`src/sv/wav_header_parser_defines.svh`:
```
// ----------------------------------------------------------------------------
// WAV header parser assertion macros
// Concurrent assertion helpers used by the parser core.
// ----------------------------------------------------------------------------
`ifndef WAV_HEADER_PARSER_DEFINES_SVH
`define WAV_HEADER_PARSER_DEFINES_SVH

`ifndef SYNTHESIS

`define WHP_ASSERT_IMP(label, clk, rst_n, ante, cons) \
  label: assert property (@(posedge clk) disable iff (!rst_n) (ante) |-> (cons)) \
    else $error("wav_header_parser: same-cycle check failed");

`define WHP_ASSERT_NXT(label, clk, rst_n, ante, cons) \
  label: assert property (@(posedge clk) disable iff (!rst_n) (ante) |=> (cons)) \
    else $error("wav_header_parser: next-cycle check failed");

`else

`define WHP_ASSERT_IMP(label, clk, rst_n, ante, cons)

`define WHP_ASSERT_NXT(label, clk, rst_n, ante, cons)

`endif

`endif

```
`src/sv/wavp_pkg.sv`:
```
// ----------------------------------------------------------------------------
// WAV header parser package
// Tag constants and the result word shared by the parser modules.
// ----------------------------------------------------------------------------
`default_nettype none

package wavp_pkg;

  localparam int unsigned ByteW = 8;

  localparam logic [7:0] TAG_RIFF [4] = '{8'h52, 8'h49, 8'h46, 8'h46};
  localparam logic [7:0] TAG_WAVE [4] = '{8'h57, 8'h41, 8'h56, 8'h45};
  localparam logic [7:0] TAG_FMT  [4] = '{8'h66, 8'h6d, 8'h74, 8'h20};
  localparam logic [7:0] TAG_DATA [4] = '{8'h64, 8'h61, 8'h74, 8'h61};

  localparam logic [15:0] FMT_PCM      = 16'd1;
  localparam logic [31:0] FMT_BODY_MIN = 32'd16;

  localparam int unsigned ERR_RIFF    = 0;
  localparam int unsigned ERR_WAVE    = 1;
  localparam int unsigned ERR_FMT     = 2;
  localparam int unsigned ERR_NOT_PCM = 3;
  localparam int unsigned ERR_DATA    = 4;
  localparam int unsigned ErrW        = 5;

  // Packed so that header_done lands in bit 0 of the output word.
  typedef struct packed {
    logic        err_data;
    logic        err_not_pcm;
    logic        err_fmt;
    logic        err_wave;
    logic        err_riff;
    logic [31:0] data_bytes;
    logic [15:0] bits_per_sample;
    logic [15:0] channel_count;
    logic [31:0] rate_hz;
    logic [7:0]  payload_byte;
    logic        payload_valid;
    logic        header_done;
  } result_t;

  localparam int unsigned ResultW = $bits(result_t);
  localparam int unsigned OutW    = ((ResultW + 7) / 8) * 8;

endpackage

`default_nettype wire

```
`src/sv/wavp_in_reg.sv`:
```
// ----------------------------------------------------------------------------
// WAV header parser input register
// Holds one incoming file byte until the parser core takes it.
// ----------------------------------------------------------------------------
`default_nettype none

module wavp_in_reg
  import wavp_pkg::*;
(
  input  wire logic             clk_i,
  input  wire logic             rst_ni,
  input  wire logic             valid_i,
  output logic                  ready_o,
  input  wire logic [ByteW-1:0] data_i,
  output logic                  valid_o,
  input  wire logic             take_i,
  output logic [ByteW-1:0]      data_o
);

  logic             valid_q, valid_d;
  logic [ByteW-1:0] data_q, data_d;
  logic             load;

  assign ready_o = !valid_q || take_i;
  assign load    = valid_i && ready_o;

  always_comb begin
    valid_d = valid_q;
    data_d  = data_q;
    if (load) begin
      valid_d = 1'b1;
      data_d  = data_i;
    end else if (take_i) begin
      valid_d = 1'b0;
    end
  end

  always_ff @(posedge clk_i or negedge rst_ni) begin
    if (!rst_ni) begin
      valid_q <= 1'b0;
    end else begin
      valid_q <= valid_d;
    end
  end

  always_ff @(posedge clk_i) begin
    data_q <= data_d;
  end

  assign valid_o = valid_q;
  assign data_o  = data_q;

endmodule

`default_nettype wire

```
`src/sv/wavp_core.sv`:
```
// ----------------------------------------------------------------------------
// WAV header parser core
// Phase sequencer, tag checks and field capture for one byte per step.
// ----------------------------------------------------------------------------
`default_nettype none

`include "wav_header_parser_defines.svh"

module wavp_core
  import wavp_pkg::*;
(
  input  wire logic             clk_i,
  input  wire logic             rst_ni,
  input  wire logic             step_i,
  input  wire logic [ByteW-1:0] byte_i,
  output result_t               res_o
);

  typedef enum logic [2:0] {
    PH_RIFF     = 3'd0,
    PH_WAVE     = 3'd1,
    PH_FMTTAG   = 3'd2,
    PH_FMTSIZE  = 3'd3,
    PH_FMTBODY  = 3'd4,
    PH_DATATAG  = 3'd5,
    PH_DATASIZE = 3'd6,
    PH_PAYLOAD  = 3'd7
  } phase_e;

  phase_e          phase_q, phase_d;
  logic [31:0]     pos_q, pos_d;
  logic [31:0]     fmt_q, fmt_d;
  logic [15:0]     fc_q, fc_d;
  logic [31:0]     rate_q, rate_d;
  logic [15:0]     chan_q, chan_d;
  logic [15:0]     bps_q, bps_d;
  logic [31:0]     data_q, data_d;
  logic [ErrW-1:0] err_q, err_d;

  logic [1:0]  lane;
  logic [31:0] body_last;
  logic        bps_ok;
  logic        pv;
  logic [7:0]  pb;

  assign lane      = pos_q[1:0];
  assign body_last = (fmt_q > FMT_BODY_MIN) ? (fmt_q - 32'd1) : (FMT_BODY_MIN - 32'd1);
  assign bps_ok    = (bps_q == 16'd8) || (bps_q == 16'd16) || (bps_q == 16'd32);

  always_comb begin
    phase_d = phase_q;
    pos_d   = pos_q + 32'd1;
    fmt_d   = fmt_q;
    fc_d    = fc_q;
    rate_d  = rate_q;
    chan_d  = chan_q;
    bps_d   = bps_q;
    data_d  = data_q;
    err_d   = err_q;
    pv      = 1'b0;
    pb      = '0;
    unique case (phase_q)
      PH_RIFF: begin
        if (pos_q[31:2] == '0 && byte_i != TAG_RIFF[lane]) err_d[ERR_RIFF] = 1'b1;
        if (pos_q >= 32'd7) begin
          phase_d = PH_WAVE;
          pos_d   = '0;
        end
      end
      PH_WAVE: begin
        if (byte_i != TAG_WAVE[lane]) err_d[ERR_WAVE] = 1'b1;
        if (pos_q >= 32'd3) begin
          phase_d = PH_FMTTAG;
          pos_d   = '0;
        end
      end
      PH_FMTTAG: begin
        if (lane != 2'd3 && byte_i != TAG_FMT[lane]) err_d[ERR_FMT] = 1'b1;
        if (pos_q >= 32'd3) begin
          phase_d = PH_FMTSIZE;
          pos_d   = '0;
        end
      end
      PH_FMTSIZE: begin
        fmt_d[{lane, 3'b000} +: 8] = byte_i;
        if (pos_q >= 32'd3) begin
          phase_d = PH_FMTBODY;
          pos_d   = '0;
        end
      end
      PH_FMTBODY: begin
        if (pos_q[31:4] == '0) begin
          if (pos_q[3:0] < 4'd2) begin
            fc_d[{pos_q[0], 3'b000} +: 8] = byte_i;
            if (pos_q[3:0] == 4'd1 && {byte_i, fc_q[7:0]} != FMT_PCM) begin
              err_d[ERR_NOT_PCM] = 1'b1;
            end
          end else if (pos_q[3:0] < 4'd4) begin
            chan_d[{pos_q[0], 3'b000} +: 8] = byte_i;
          end else if (pos_q[3:0] < 4'd8) begin
            rate_d[{lane, 3'b000} +: 8] = byte_i;
          end else if (pos_q[3:0] >= 4'd14) begin
            bps_d[{pos_q[0], 3'b000} +: 8] = byte_i;
          end
        end
        if (pos_q >= body_last) begin
          phase_d = PH_DATATAG;
          pos_d   = '0;
        end
      end
      PH_DATATAG: begin
        if (byte_i != TAG_DATA[lane]) err_d[ERR_DATA] = 1'b1;
        if (pos_q >= 32'd3) begin
          phase_d = PH_DATASIZE;
          pos_d   = '0;
        end
      end
      PH_DATASIZE: begin
        data_d[{lane, 3'b000} +: 8] = byte_i;
        if (pos_q >= 32'd3) begin
          phase_d = PH_PAYLOAD;
          pos_d   = '0;
        end
      end
      PH_PAYLOAD: begin
        pos_d = pos_q;
        if (err_q == '0 && bps_ok) begin
          pv = 1'b1;
          pb = byte_i;
        end
      end
      default: begin
        pos_d = pos_q;
      end
    endcase
  end

  always_ff @(posedge clk_i or negedge rst_ni) begin
    if (!rst_ni) begin
      phase_q <= PH_RIFF;
      pos_q   <= '0;
      fmt_q   <= '0;
      fc_q    <= '0;
      rate_q  <= '0;
      chan_q  <= '0;
      bps_q   <= '0;
      data_q  <= '0;
      err_q   <= '0;
    end else if (step_i) begin
      phase_q <= phase_d;
      pos_q   <= pos_d;
      fmt_q   <= fmt_d;
      fc_q    <= fc_d;
      rate_q  <= rate_d;
      chan_q  <= chan_d;
      bps_q   <= bps_d;
      data_q  <= data_d;
      err_q   <= err_d;
    end
  end

  always_comb begin
    res_o.header_done     = (phase_d == PH_PAYLOAD);
    res_o.payload_valid   = pv;
    res_o.payload_byte    = pb;
    res_o.rate_hz         = rate_d;
    res_o.channel_count   = chan_d;
    res_o.bits_per_sample = bps_d;
    res_o.data_bytes      = data_d;
    res_o.err_riff        = err_d[ERR_RIFF];
    res_o.err_wave        = err_d[ERR_WAVE];
    res_o.err_fmt         = err_d[ERR_FMT];
    res_o.err_not_pcm     = err_d[ERR_NOT_PCM];
    res_o.err_data        = err_d[ERR_DATA];
  end

  `WHP_ASSERT_NXT(a_payload_holds, clk_i, rst_ni, phase_q == PH_PAYLOAD, phase_q == PH_PAYLOAD)
  `WHP_ASSERT_NXT(a_err_sticky, clk_i, rst_ni, 1'b1, (err_q & $past(err_q)) == $past(err_q))
  `WHP_ASSERT_IMP(a_pass_clean, clk_i, rst_ni, pv, err_q == '0 && phase_q == PH_PAYLOAD)
  `WHP_ASSERT_IMP(a_pos_short, clk_i, rst_ni, phase_q != PH_FMTBODY, pos_q[31:3] == '0)

endmodule

`default_nettype wire

```
`src/sv/wav_header_parser.sv`:
```
// ----------------------------------------------------------------------------
// WAV header parser
// Parses a RIFF/WAVE PCM header one byte per word and passes payload bytes.
// ----------------------------------------------------------------------------
//   Channel  Dir  Width  Content
//   s_axis   in   8      file byte
//   m_axis   out  112    flags, parsed header fields and payload byte
//
// Each accepted byte gives exactly one output word on m_axis: the byte is
// held in the input register and the core result is caught in the output
// register.
// The core handles one byte per cycle while m_axis does not stall, so both sides may move a word every cycle.
// Reset clears the phase, the counters, the fields and the error flags.
// A stall on m_axis holds the output word and stops the parser core; the input
// register still takes one more byte before s_axis_tready drops.
// ----------------------------------------------------------------------------
`default_nettype none

module wav_header_parser
  import wavp_pkg::*;
(
  input  wire logic             clk_i,
  input  wire logic             rst_ni,
  input  wire logic             s_axis_tvalid,
  output logic                  s_axis_tready,
  input  wire logic [ByteW-1:0] s_axis_tdata,   // file_byte
  output logic                  m_axis_tvalid,
  input  wire logic             m_axis_tready,
  // header_done, payload_valid, payload_byte, rate_hz, channel_count,
  // bits_per_sample, data_bytes, err_riff, err_wave, err_fmt, err_not_pcm,
  // err_data, zero fill
  output logic [OutW-1:0]       m_axis_tdata
);

  logic             stage_valid;
  logic [ByteW-1:0] stage_byte;
  logic             step;
  result_t          res_next;
  result_t          res_q;
  logic             out_valid_q, out_valid_d;

  assign step = stage_valid && (!out_valid_q || m_axis_tready);

  wavp_in_reg u_in_reg (
    .clk_i   (clk_i),
    .rst_ni  (rst_ni),
    .valid_i (s_axis_tvalid),
    .ready_o (s_axis_tready),
    .data_i  (s_axis_tdata),
    .valid_o (stage_valid),
    .take_i  (step),
    .data_o  (stage_byte)
  );

  wavp_core u_core (
    .clk_i  (clk_i),
    .rst_ni (rst_ni),
    .step_i (step),
    .byte_i (stage_byte),
    .res_o  (res_next)
  );

  always_comb begin
    out_valid_d = out_valid_q;
    if (step) begin
      out_valid_d = 1'b1;
    end else if (m_axis_tready) begin
      out_valid_d = 1'b0;
    end
  end

  always_ff @(posedge clk_i or negedge rst_ni) begin
    if (!rst_ni) begin
      out_valid_q <= 1'b0;
    end else begin
      out_valid_q <= out_valid_d;
    end
  end

  always_ff @(posedge clk_i) begin
    if (step) begin
      res_q <= res_next;
    end
  end

  assign m_axis_tvalid = out_valid_q;
  assign m_axis_tdata  = {{(OutW - ResultW){1'b0}}, res_q};

endmodule

`default_nettype wire

```
`config.mk`:
```
export PLATFORM = sky130hd
export DESIGN_NAME = wav_header_parser
export DESIGN_NICKNAME = d
export VERILOG_FILES = /design/src/sv/wavp_pkg.sv /design/src/sv/wavp_in_reg.sv /design/src/sv/wavp_core.sv /design/src/sv/wav_header_parser.sv
export VERILOG_INCLUDE_DIRS = /design/src /design/src/sv
export SDC_FILE = /design/constraint.sdc
export NUM_CORES = 1
export LEC_CHECK = 0
export BUFFER_PORTS_ARGS = -buffer_cell sky130_fd_sc_hd__clkbuf_2
export CAP_MARGIN = 40
export CORE_AREA = 2 2 176 178
export CTS_CLUSTER_SIZE = 20
export DETAILED_ROUTE_END_ITERATION = 8
export DIE_AREA = 0 0 178 180
export PLACE_DENSITY = 0.64
export REMOVE_ABC_BUFFERS = 1
export SYNTH_ARGS = -nofsm -noshare
export SYNTH_HDL_FRONTEND = slang
export SYNTH_SLANG_ARGS = --single-unit
```
`constraint.sdc`:
```
create_clock -name clk_i -period 6.3 [get_ports clk_i]
set_input_delay 0 -clock clk_i [delete_from_list [all_inputs] [get_ports clk_i]]
set_output_delay 0 -clock clk_i [all_outputs]
set_load 0.01 [all_outputs]
```
# Word-level counts from Yosys, hierarchy flattened
# Index checks and enable logic that the tools add are counted.
[word_totals] inputBits=12 latch_bits=0 mem_bits_rw=0 regBits=305 elab_cells=148 romBits=0 output_inout_bits=114 memories=0
[op_classes] order_cmp=9 shifts=4 n_addsub=4 div=0 mux=64 bitwise=2 eq_ne=18 multipliers=0 n_reduce_logical=23
[ops] cell="$mux 32" count=10
[ops] cell="$mux 16" count=10
[ops] cell="$bwmux 32" count=3
[ops] cell="$pmux 32 s3" count=1
[ops] cell="$bmux 8 s2" count=4
[ops] cell="$mux 8" count=8
[ops] cell="$bwmux 16" count=3
[ops] cell="$add 32x1->32 const B" count=1
[ops] cell="$ge 32x2->1 const B" count=1
[ops] cell="$ge 32x3->1 const B" count=1
[ops] cell="$ge 32x32->1" count=1
[ops] cell="$gt 32x5->1 const B" count=1
[ops] cell="$ne 8x8->1" count=4
[ops] cell="$shift 8x7->32 const A" count=1
[ops] cell="$shiftx 8x7->32" count=1
[ops] cell="$sub 32x1->32 const B" count=1
[ops] cell="$logic_not 30->1" count=1
[ops] cell="$logic_not 28->1" count=1
[ops] cell="$mux 3" count=7
[ops] cell="$pmux 3 s7" count=1
[ops] cell="$mux 1" count=17
[ops] cell="$eq 16x4->1 const B" count=1
[ops] cell="$eq 16x5->1 const B" count=1
[ops] cell="$eq 16x6->1 const B" count=1
[ops] cell="other kinds (26)" count=43

# Logic depth before layout (Yosys ltp)
[depth] depth_word=9 depth_mapped=15 mapped_depth_nobuf=14

# By module
# A second synthesis with hierarchy kept.
[unflattened] hier_cells=1232 hier_area_um2=14169.8
[modules_own_cells] mod="wavp_core" cells_per_inst=1103 instances=1 area_per_inst_um2=10487.6
[modules_own_cells] mod="wav_header_parser" cells_per_inst=117 instances=1 area_per_inst_um2=3388.2
[modules_own_cells] mod="wavp_in_reg" cells_per_inst=12 instances=1 area_per_inst_um2=294.0

# Worst setup path after synthesis
# OpenSTA, ideal clock, no wires.
[synth_path] path_type="register to register" startpoint="reg out_valid_q, in the netlist m_axis_tvalid" endpoint="reg u_core.data_q[29]" arrival_time_ps=4879 path_buffers=2 setup_time_ps=82 stages_incl_launch_ff=7 period_less_slack_ps=4960 path_slack_ps=1340 cell_sequence="dfrtp_1 nand2b_1 nand2_1 inv_1 clkbuf_1 buf_1 mux2_2"
[synth_via] elab_chain_len=3
[synth_rtl] element="from (decl)" line="wav_header_parser.sv:40" rtl="logic out_valid_q, out_valid_d;"
[synth_rtl] element="from (signal assigned)" line="wav_header_parser.sv:76" rtl="out_valid_q <= out_valid_d;"
[synth_rtl] element="$logic_not 1->1" line="wav_header_parser.sv:42" rtl="assign step = stage_valid && (!out_valid_q || m_axis_tready);"
[synth_rtl] element="$logic_or 1x1->1" line="wav_header_parser.sv:42"
[synth_rtl] element="$logic_and 1x1->1" line="wav_header_parser.sv:42"
[synth_rtl] element="to (signal assigned)" line="wavp_core.sv:157" rtl="data_q <= data_d;"
[synth_rtl] element="to (decl)" line="wavp_core.sv:37" rtl="logic [31:0] data_q, data_d;"
# Every way passes these cells.
# A chain may end at the register's enable or synchronous reset.

# Final worst setup path
[layout_path] startpoint="reg u_core.fmt_q[23]" endpoint="reg u_core.pos_q[7]"
[layout_via] elab_chain_len=5
[layout_rtl] element="from (decl)" line="wavp_core.sv:32" rtl="logic [31:0] fmt_q, fmt_d;"
[layout_rtl] element="from (signal assigned)" line="wavp_core.sv:152" rtl="fmt_q <= fmt_d;"
[layout_rtl] element="$sub 32x1->32 or $gt 32x5->1 (tied branches)" line="wavp_core.sv:47" rtl="assign body_last = (fmt_q > FMT_BODY_MIN) ? (fmt_q - 32'd1) : (FMT_BODY_MIN - 32'd1);"
[layout_rtl] element="$mux 32 (*)" line="wavp_core.sv:47"
[layout_rtl] element="$ge 32x32->1 (*)" line="wavp_core.sv:106" rtl="if (pos_q >= body_last) begin"
[layout_rtl] element="$mux 32 (*)" line="wavp_core.sv:106"
[layout_rtl] element="$pmux 32 s3 (*)" line="wavp_core.sv:62" rtl="unique case (phase_q)"
[layout_rtl] element="to (signal assigned)" line="wavp_core.sv:151" rtl="pos_q <= pos_d;"
[layout_rtl] element="to (decl)" line="wavp_core.sv:31" rtl="logic [31:0] pos_q, pos_d;"
# Mark *: on every way between the ends. The rest lies on a longest branch, timed or not.

==> impl_metrics.ini <==
[global_routing]
grt_overflow = 0
grt_max_degree = 68
antenna_found_initial = 0
gr-usage-all-layers_pct = 20.6
first_global_vias = 9827
grt_pass1_wl_mm = 53.0

[clocking]
ctsResizeCount = 0
cts_tree = yes
clockBufferDepth = 3
post_cts_buffers = 0
postCtsHoldBufs = 12
htree_num_levels = 1
worst_setup_hold_path_clk_slew_ps = 70
clk_latency_ps = 570
clock-sinks = 297
root_buffer = clkbuf_16
numCtsBuffers = 31

[final_layout]
finalNetCount = 1441
diodes = 0
post-route-cell-area_um2 = 16200
nFillCells = 2609
areaGrowthSynthToFinish_pct = 15.5
multi_input_area_um2 = 5720
drive_gt1_share_pct = 22.4
fin_util_pct = 53.8
regArea_um2 = 8030

[power_and_ir_drop]
power.density_nw_per_um2 = 424
leakagePower_nw = 7.16
peakVddDrop_uv = 274

[worst_setup_path]
r2r_start = u_core.fmt_q[23]$_DFFE_PN0P_
rr_worst_depth = 12
cp-start-kind = flop
cp_max_fo = 31
critical_path_class = flop to flop
worstReg2RegEnd = u_core.pos_q[7]$_DFFE_PN0P_
required_ps = 6720
reg2reg_slack_ps = 1660
worstPathArrival_ps = 5060
end_kind = flop

[detailed_routing]
vias = 9877
first_iter_violations = 683
drc = 0
ant_nets = 0
viasPerCell = 5.49
dr.pass1.iters = 4
wl_per_cell_um = 18.1
routed_wl_mm = 32.6

[die]
chipWidth_um = 178
start_util_pct = 46.6
num_rows = 64
die_y_um = 180
ios = 126
fp.dieArea_um2 = 32000
core_um2 = 30200

[timing]
skew_ps = 12.4
setup_violations = 0
tightest_slew_ps = 867
postLayoutSetupSlackWorst_ps = 1660
fin_setup_tns_ps = 0
whs_ps = -5.92
fin_crit_sh_pct = 73.7
rsz0062_at_grt = no
fmax_mhz = 215
period_needed_ps = 4640
relSlewSlack_pct = 42.2
hold_violations = 1
slew_viol_final = 0

[synthesis]
ys_ff_latch = 297
synth_most_common_cell = nand2_1
synth_cells = 1256
synth.top_cell.area_share_pct = 31.7
syn_avg_cell_area_um2 = 11.2
syn-cell-area_um2 = 14100
synthTopCellsByArea = dfrtp_1 32%, edfxtp_1 25%, mux2_2 8.3%, nand2_1 6.6%, o21ai_0 5.1%
async_flop_share_pct = 59.9
synth-main-ff-cell = dfrtp_1
seq_area_frac_synth_pct = 57.1
ys_top_cells_by_count = 248 x nand2_1, 178 x dfrtp_1, 144 x o21ai_0
synth_cell_type_count = 68
yosys_warnings = 0
synth_edf_count = 119
yosysTopAreaCell = dfrtp_1

[placed_design]
dp_hpwl_mm = 22.0
io_buffers = 124
place_area_um2 = 15100
gp_congestion = 0.842
post-place-ws_ps = 1690

[hold_path]
min_path_type = input port to asynchronous set/reset pin

[run_status]
violations = negative hold slack
status = finished with violations

[run]
maxCapViolations = 0
## stage by stage
stage	cells	total power [mW]
after global placement	1724	4.92
after floorplan	1194	4.29
after global routing	1800	7.36
after CTS	1800	6.92
final	1800	6.88
after detailed placement	1730	4.99
## report_power, final
group / total (mW) / internal, mW / switching [mW]
Sequential: 2.46 / 2.27 / 0.187
Combinational: 2.51 / 0.950 / 1.56
Clock: 1.91 / 1.14 / 0.765
## placed cells by master, fill, tap and decap left out, types with 4 or more instances in the layout
master / n
nor3_1: 20
ha_1: 50
edfxtp_1: 119
dfrtp_1: 178
clkbuf_1: 10
clkinv_2: 6
buf_2: 5
a31o_2: 5
nor2_1: 56
xor2_1: 34
nand3_1: 26
a21oi_1: 19
xnor2_1: 16
nand2_1: 248
clkbuf_16: 31
o31a_1: 4
inv_1: 11
nand2b_1: 6
nor3b_1: 4
buf_4: 10
nand4_1: 19
nor4_1: 23
and4_1: 7
bufinv_16: 5
o21ai_0: 144
and3_1: 12
dlygate4sd3_1: 12
clkbuf_2: 123
mux2_2: 104
o31ai_1: 4
o21a_1: 7
o41ai_1: 6
and2_1: 18
## flip-flops by register name, summed over array words and instances (netlist names)
name,count
m_axis_tdata,111
u_core.fmt_q,32
u_core.err_q,5
u_in_reg.valid_o,1
u_core.fc_q,8
u_core.bps_q,16
u_core.rate_q,32
u_core.chan_q,16
u_core.data_q,32
u_core.pos_q,32
m_axis_tvalid,1
u_core.phase_q,3
u_in_reg.data_o,8
## worst max path at each step
stage	from	depth (start not counted)	endpoint	slack [ps]
6_report	u_core.fmt_q[23]$_DFFE_PN0P_	12	u_core.pos_q[7]$_DFFE_PN0P_	1660
5_1_grt	u_core.fmt_q[23]$_DFFE_PN0P_	12	u_core.pos_q[7]$_DFFE_PN0P_	1400
3_5_place_dp	u_core.fmt_q[23]$_DFFE_PN0P_	12	u_core.pos_q[7]$_DFFE_PN0P_	1690
4_1_cts	u_core.fmt_q[23]$_DFFE_PN0P_	12	u_core.pos_q[7]$_DFFE_PN0P_	1650
3_3_place_gp	u_core.fmt_q[23]$_DFFE_PN0P_	12	u_core.pos_q[7]$_DFFE_PN0P_	1790
2_1_floorplan	m_axis_tvalid$_DFFE_PN0P_	6	u_core.pos_q[10]$_DFFE_PN0P_	-290
## logic make-up after synthesis
logic type,after synthesis,synth area share (%)
flops,297,57.1
simple gates,462,15.5
xor+xnor,50,3.12
other cells,1,0.0267
fa+ha+maj,50,4.45
buf+inv,74,2.18
compound gates,217,9.15
mux,105,8.40
## critical path, stage by stage (launching register included)
cell,delay [ps]
dfrtp_1,410
or4_4,570
nor4_2,160
or4b_1,510
or3_4,540
nand2_1,120
ha_1,140
nand4_1,130
or4_1,530
o32a_1,330
a21o_1,240
a21oi_1,590
o21ai_0,200
## layout make-up
| class | instances | area share [%] |
|---|---|---|
| inverter | 12 | 0.308 |
| sequential | 297 | 49.4 |
| clock inverter | 15 | 1.37 |
| timing repair buffer | 152 | 5.39 |
| multi-input combinational | 885 | 35.3 |
| clock buffer | 43 | 5.18 |
| tap | 396 | 3.05 |
## routing by layer
layer	share of wire, %	up-vias	global-route usage, %	routed length (um)
met1	45	4857	28.9	14600
met5	0	-	0	0
met3	5.6	42	3.89	1820
li1	-	4749	-	-
met2	48	229	33.5	15500
met4	1.8	0	4.62	577
(Power assumes the default switching activity.)
